`src/hdl/tes_pkg.sv`:
```
// Shared widths, payload types and status codes for the triangle edge setup block.
// Used by tes_div_stage and triangle_edge_setup; depends on nothing.
package tes_pkg;

	localparam int COORD_BITS      = 16;
	localparam int RECIP_FRAC_BITS = 30;

	localparam int EDGE_W    = COORD_BITS + 1;
	localparam int PROD_W    = 2 * EDGE_W;
	localparam int DET_W     = PROD_W + 1;
	localparam int QUO_W     = RECIP_FRAC_BITS + 1;
	localparam int DIV_STEPS = RECIP_FRAC_BITS;

	localparam int HALF_W = 16;
	localparam int WORD_W = 32;
	localparam int CODE_W = 12;
	localparam int TAG_W  = 32;
	localparam int STAT_W = 2;

	localparam int IN_FIELDS_W  = 6 * COORD_BITS + TAG_W;
	localparam int IN_DATA_W    = 8 * ((IN_FIELDS_W + 7) / 8);
	localparam int OUT_FIELDS_W = 6 * EDGE_W + 3 * WORD_W + CODE_W + STAT_W + TAG_W;
	localparam int OUT_DATA_W   = 8 * ((OUT_FIELDS_W + 7) / 8);

	typedef enum logic [STAT_W-1:0] {
		ST_FRONT = 2'd0,
		ST_BACK  = 2'd1,
		ST_DEGEN = 2'd2
	} status_t;

	typedef struct packed {
		logic signed [EDGE_W-1:0] b0;
		logic signed [EDGE_W-1:0] c0;
		logic signed [EDGE_W-1:0] b1;
		logic signed [EDGE_W-1:0] c1;
		logic signed [EDGE_W-1:0] b2;
		logic signed [EDGE_W-1:0] c2;
		logic [WORD_W-1:0]        bbox_x;
		logic [WORD_W-1:0]        bbox_y;
		logic [CODE_W-1:0]        codes;
		status_t                  status;
		logic [TAG_W-1:0]         tag;
		logic                     neg;
		logic                     degen;
	} pay_t;

	typedef struct packed {
		logic [DET_W-1:0] rem;
		logic [DET_W-1:0] mag;
		logic [QUO_W-1:0] quo;
	} div_t;

endpackage

```
`src/hdl/tes_div_stage.sv`:
```
// One restoring-division step of the reciprocal, registered, with its own handshake.
// Depends on tes_pkg (pay_t, div_t, DET_W, QUO_W).
module tes_div_stage (
	input  logic         clk,
	input  logic         arst_n,
	input  logic         in_valid,
	output logic         in_ready,
	input  tes_pkg::pay_t in_pay,
	input  tes_pkg::div_t in_div,
	output logic         out_valid,
	input  logic         out_ready,
	output tes_pkg::pay_t out_pay,
	output tes_pkg::div_t out_div
);

	logic                     valid_q;
	tes_pkg::pay_t            pay_q;
	tes_pkg::div_t            div_q;
	tes_pkg::div_t            div_next;
	logic [tes_pkg::DET_W:0]  rem_sh;
	logic [tes_pkg::DET_W:0]  diff;
	logic                     take;

	always_comb begin
		rem_sh = {in_div.rem, 1'b0};
		diff   = rem_sh - {1'b0, in_div.mag};
		take   = !diff[tes_pkg::DET_W];
		div_next.mag = in_div.mag;
		div_next.rem = take ? diff[tes_pkg::DET_W-1:0] : rem_sh[tes_pkg::DET_W-1:0];
		div_next.quo = {in_div.quo[tes_pkg::QUO_W-2:0], take};
	end

	assign in_ready  = !valid_q || out_ready;
	assign out_valid = valid_q;
	assign out_pay   = pay_q;
	assign out_div   = div_q;

	always_ff @(posedge clk or negedge arst_n) begin
		if (!arst_n) begin
			valid_q <= 1'b0;
		end else if (in_ready) begin
			valid_q <= in_valid;
		end
	end

	always_ff @(posedge clk) begin
		if (in_ready && in_valid) begin
			pay_q <= in_pay;
			div_q <= div_next;
		end
	end

endmodule

```
`config.mk`:
```
export PLATFORM = sky130hd
export DESIGN_NAME = tes_div_stage
export DESIGN_NICKNAME = d
export VERILOG_FILES = /design/src/hdl/tes_pkg.sv /design/src/hdl/tes_div_stage.sv
export SDC_FILE = /design/constraint.sdc
export NUM_CORES = 1
export LEC_CHECK = 0
export BUFFER_PORTS_ARGS = -buffer_cell sky130_fd_sc_hd__buf_4
export CAP_MARGIN = 20
export CORE_AREA = 2 2 249 251
export DETAILED_ROUTE_END_ITERATION = 10
export DIE_AREA = 0 0 251 253
export PLACE_DENSITY_LB_ADDON = 0.2
export SLEW_MARGIN = 40
export SYNTH_ARGS = -nofsm -noshare
export SYNTH_HDL_FRONTEND = slang
export SYNTH_SLANG_ARGS = --single-unit
```
`constraint.sdc`:
```
create_clock -name clk -period 8.2 [get_ports clk]
set_clock_uncertainty 0.1 [all_clocks]
set_input_delay 0.82 -clock clk [delete_from_list [all_inputs] [get_ports clk]]
set_output_delay 0.82 -clock clk [all_outputs]
set_load 0.02 [all_outputs]
```
## Word level (Yosys, flattened, before mapping)

Index checks and enable logic that the tools add are counted.

| word-level totals | value |
|---|---|
| bits in registers | 316 |
| output and inout bits | 317 |

| operators by class | value |
|---|---|
| $add $sub $neg | 1 |
| mux-type cells | 1 |
| reduce and logical (&&, ||, !) cells | 4 |

Operators with widths:

| cell | number |
|---|---|
| subtractor 36 x 35 -> 36 bit | 1 |
| 2-to-1 mux 35 bit | 1 |
| zero test 1 bit | 2 |
| logical AND 1 bit | 1 |
| logical OR 1 bit | 1 |

## Logic depth before layout (Yosys ltp)

| depth | value |
|---|---|
| depth after elaboration | 3 |
| gate-level depth with buffers | 12 |

## Worst setup path before layout

No wires, ideal clock.

| timing | value |
|---|---|
| kind | in2reg |
| start | input out_ready |
| end | register div_q, in the netlist out_div[0] (enable) |
| setup time | 0.716 ns |
| arrival | 8.254 ns |
| slack | -0.870 ns |
| stages on the path | 2 |
| buffers on the path | 0 |
| cells stage by stage | nand2b_1 -> and2_1 |

| on the way | value |
|---|---|
| cells in the longest elaborated chain, start to end | 2 |

Ends and longest elaborated chain:

| what | RTL line | source |
|---|---|---|
| start, declared | tes_div_stage.sv:11 | `input logic out_ready,` |
| logical OR 1 bit | tes_div_stage.sv:33 | `assign in_ready = !valid_q \|\| out_ready;` |
| logical AND 1 bit | tes_div_stage.sv:47 | `if (in_ready && in_valid) begin` |
| end signal, assigned | tes_div_stage.sv:49 | `div_q <= div_next;` |
| end, declared | tes_div_stage.sv:18 | `tes_pkg::div_t div_q;` |

Every way passes these cells.
A chain may end at the register's enable or synchronous reset.

==> results.py <==
metrics = {
    "power_and_ir_drop": {
        "pwr_density_cell_mw_per_mm2": 227,
        "peakVddDrop_uv": 128,
        "p_leak_nw": 7.99,
    },
    "drt": {
        "drt_iter0_markers": 410,
        "routed_wl_mm": 47.7,
        "firstDrtPassIters": 4,
        "via_count": 8596,
        "wire_per_inst_um": 22.0,
        "viasPerCell": 3.96,
        "ant_nets": 0,
        "drc_errors": 0,
    },
    "flow_run": {
        "maxCapViolCount": 0,
    },
    "die": {
        "start_util_pct": 19.8,
        "core_mm2": 0.0610,
        "die_area_mm2": 0.0635,
        "die_h_um": 253,
        "die_x_um": 251,
        "io_pins": 636,
        "num_rows": 91,
    },
    "worst_setup_path": {
        "crit_cells": 11,
        "crit_path_max_fanout": 4,
        "cp_slowest_stage_delay_ns": 0.48,
        "r2r-start": "out_valid",
        "critPathKind": "primary input to register",
        "ff2ff_setup_slack_ns": 5.86,
        "path_common_cell": "a211oi_1",
        "crit_end": "out_div[100]",
        "crit_slowest_cell": "fa_1",
        "end_kind": "register",
        "startpoint": "in_div[31]",
        "cp_num_buf_inv": 2,
        "rr_endpoint": "out_pay[155]",
        "worstPathCellList": "buf_4 > inv_1 > fa_1 > a211oi_1 > o21ai_0 > o211ai_1 > a21oi_1 > a211oi_1 > a31oi_1 > xor2_1 > mux2_2",
        "arrival_ns": 3.81,
        "cp-start-kind": "primary input",
        "critical_path.top_delay_family": "compound AO/OA/AOI/OAI gates",
        "cp.required_ns": 8.40,
        "reg2reg_depth": 4,
    },
    "clocking": {
        "worstSkewPairLatency_ns": 0.54,
        "numCtsBuffers": 40,
        "clkTransAtPathRegs_ns": 0.06,
        "htree_levels": 2,
        "cts_max_path_buffers": 3,
        "clockRootBuffer": "clkbuf_16",
        "cts.sinks": 316,
        "cts_tree": "done",
    },
    "sta": {
        "finalMaxSlewViolations": 0,
        "max_slew_margin_pct": 48.7,
        "worstMarginPinSlew_ns": 0.770,
        "fin_crit_ns": 3.61,
        "finalHoldViolations": 0,
        "fmax_ghz": 0.277,
        "timing.hold.ws_ns": 0.339,
        "fin_crit_sh_pct": 44.0,
        "setup_viol_count_final": 0,
        "rsz0062_at_grt": "false",
        "fin_tns_setup_ns": 0,
    },
    "cells_and_area": {
        "drive_gt1_share_pct": 53.1,
        "fillers": 6151,
        "area_growth_pct": 57.9,
        "layout.nets": 1698,
    },
    "synthesis": {
        "avgSynthCellArea_um2": 18.0,
        "ys_seq_area_share_pct": 78.3,
        "synth_cells": 673,
        "synth-seq-cells": 316,
        "async_flop_share_pct": 0.316,
        "yosys_warnings": 0,
        "syn_nets": 1027,
        "synth-main-ff-cell": "edfxtp_1",
        "synth-edff-count": 315,
        "synth_cell_types": 59,
        "synth_area_mm2": 0.0121,
    },
    "global_route": {
        "grt_pass1_wl_mm": 64.7,
        "overflow": 0,
        "grt_pass1_vias": 8817,
        "antenna_found_initial": 9,
        "grt_usage_pct": 14.2,
        "grt_max_degree": 122,
    },
    "place": {
        "portBuffers": 634,
        "finalWeightedCongestion": 0.811,
        "place_hpwl_mm": 37.8,
    },
    "min_path": {
        "holdCritPathClass": "primary input to register",
    },
    "status": {
        "status": "finished, final reports clean",
    },
}
-- cells by family (layout without fill, tap and decap cells) --
family	count (synthesis)	after routing	synth area share (%)
flip-flops	316	316	78.3
AO/OA/AOI/OAI	112	112	6.26
AND/OR/NAND/NOR	91	91	3.95
buffers and inverters	55	755	1.90
adder cells (fa/ha/maj)	35	35	3.68
multiplexers	35	35	3.81
XOR/XNOR	29	29	2.10
other	0	5	0
-- cells in the mapped netlist (3+ instances only) --
cell type  count  area [µm²]
and2_1         6        37.5
a21o_1        11        82.6
mux2_4        19         285
clkbuf_1       7        26.3
mux2i_1        3        30.0
or2_2          3        18.8
o2111ai_1      3        26.3
and3_1         4        25.0
edfxtp_1     315        9460
nor2b_1        5        31.3
nor2_1        17        63.8
xor2_1        15         131
mux2_1         7        78.8
mux2_2         6        67.6
ha_1          34         425
o21ai_0       17        85.1
nor3b_1        3        22.5
nor3_1         4        20.0
inv_1         44         165
nand4_1        7        43.8
xnor2_1       14         123
a31oi_1        5        31.3
o21a_1         5        37.5
nand2b_1       4        25.0
nand2_1       24        90.1
buf_6          3        33.8
o21bai_1       6        45.0
a21oi_1       37         185
or3_1          3        18.8
o211ai_1       6        45.0
-- layer usage --
layer	track usage, %	vias to the layer above	wire (µm)
met1	14.5	4205	16500
met4	4.13	12	1230
met5	0	-	69
met2	26.1	344	25200
met3	6.28	72	4690
li1	-	3963	-
-- what timing repair did --
action | in CTS | in global routing
hold buffers | 1 | 0
endpoints found under the setup margin | 0 | 0
hold endpoints to repair | 1 | 0
resized for setup | 0 | 0
setup buffers | 0 | 0
-- where the power goes --
| part | switching [W] | total, W | internal [W] |
|---|---|---|---|
| Combinational | 0.000385 | 0.000716 | 0.000331 |
| Clock | 0.000723 | 0.00170 | 0.000973 |
| Sequential | 0.0000283 | 0.00194 | 0.00191 |
-- per-stage QoR --
step	cell area, µm²	util (%)	total power, W	worst slack, ns	std cells
final	19100	31.3	0.00435	4.59	2168
after global routing	19100	31.3	0.00454	4.43	2163
after CTS	19100	31.3	0.00444	4.59	2163
after detailed placement	17900	29.3	0.00270	3.98	2091
after global placement	17800	29.2	0.00270	3.96	2090
after floorplan	12100	-	0.00234	2.66	673
-- cells in the final DEF (no fill, tap or decap), drive strengths merged, types with 3 or more instances in the layout --
cell,n
nand4,7
or2,3
and3,4
a31oi,5
nand2,24
o311ai,3
clkbuf,51
nand2b,4
clkinvlp,3
xor2,15
inv,47
o21bai,6
o21ai,18
a21oi,38
nor2b,6
o21a,6
nor3b,3
mux2,32
mux2i,3
diode,5
o211ai,6
and2,6
xnor2,14
buf,639
o2111ai,3
ha,34
clkinv,12
nor3,4
or3,3
edfxtp,315
a21o,11
nor2,17
-- sequential cells by signal, summed over array words and instances (netlist names) --
signal     count
out_pay      214
out_div      101
out_valid      1
-- worst min-delay path by stage --
stage	start	endpoint	slack, ns	cells past startpoint
3_3_place_gp	out_valid	out_valid	0.46	2
6_report	in_pay[142]	out_pay[142]	0.34	1
4_1_cts	in_div[4]	out_div[5]	0.29	1
5_1_grt	in_pay[27]	out_pay[27]	0.29	1
3_5_place_dp	out_valid	out_valid	0.48	2
2_1_floorplan	arst_n	out_valid	0.42	0
-- final cells by class --
type                    instances  area (µm²)  area share (%)
flip-flops and latches        316        9480            49.6
repair buffers                640        4840            25.3
multi-input cells             302        2400            12.5
clock buffers                  51        1040            5.45
well taps                     790         988            5.17
clock inverters                20         195            1.02
inverters                      44         165           0.863
diodes                          5        12.5          0.0654
Power figures use the tool's default switching activity.
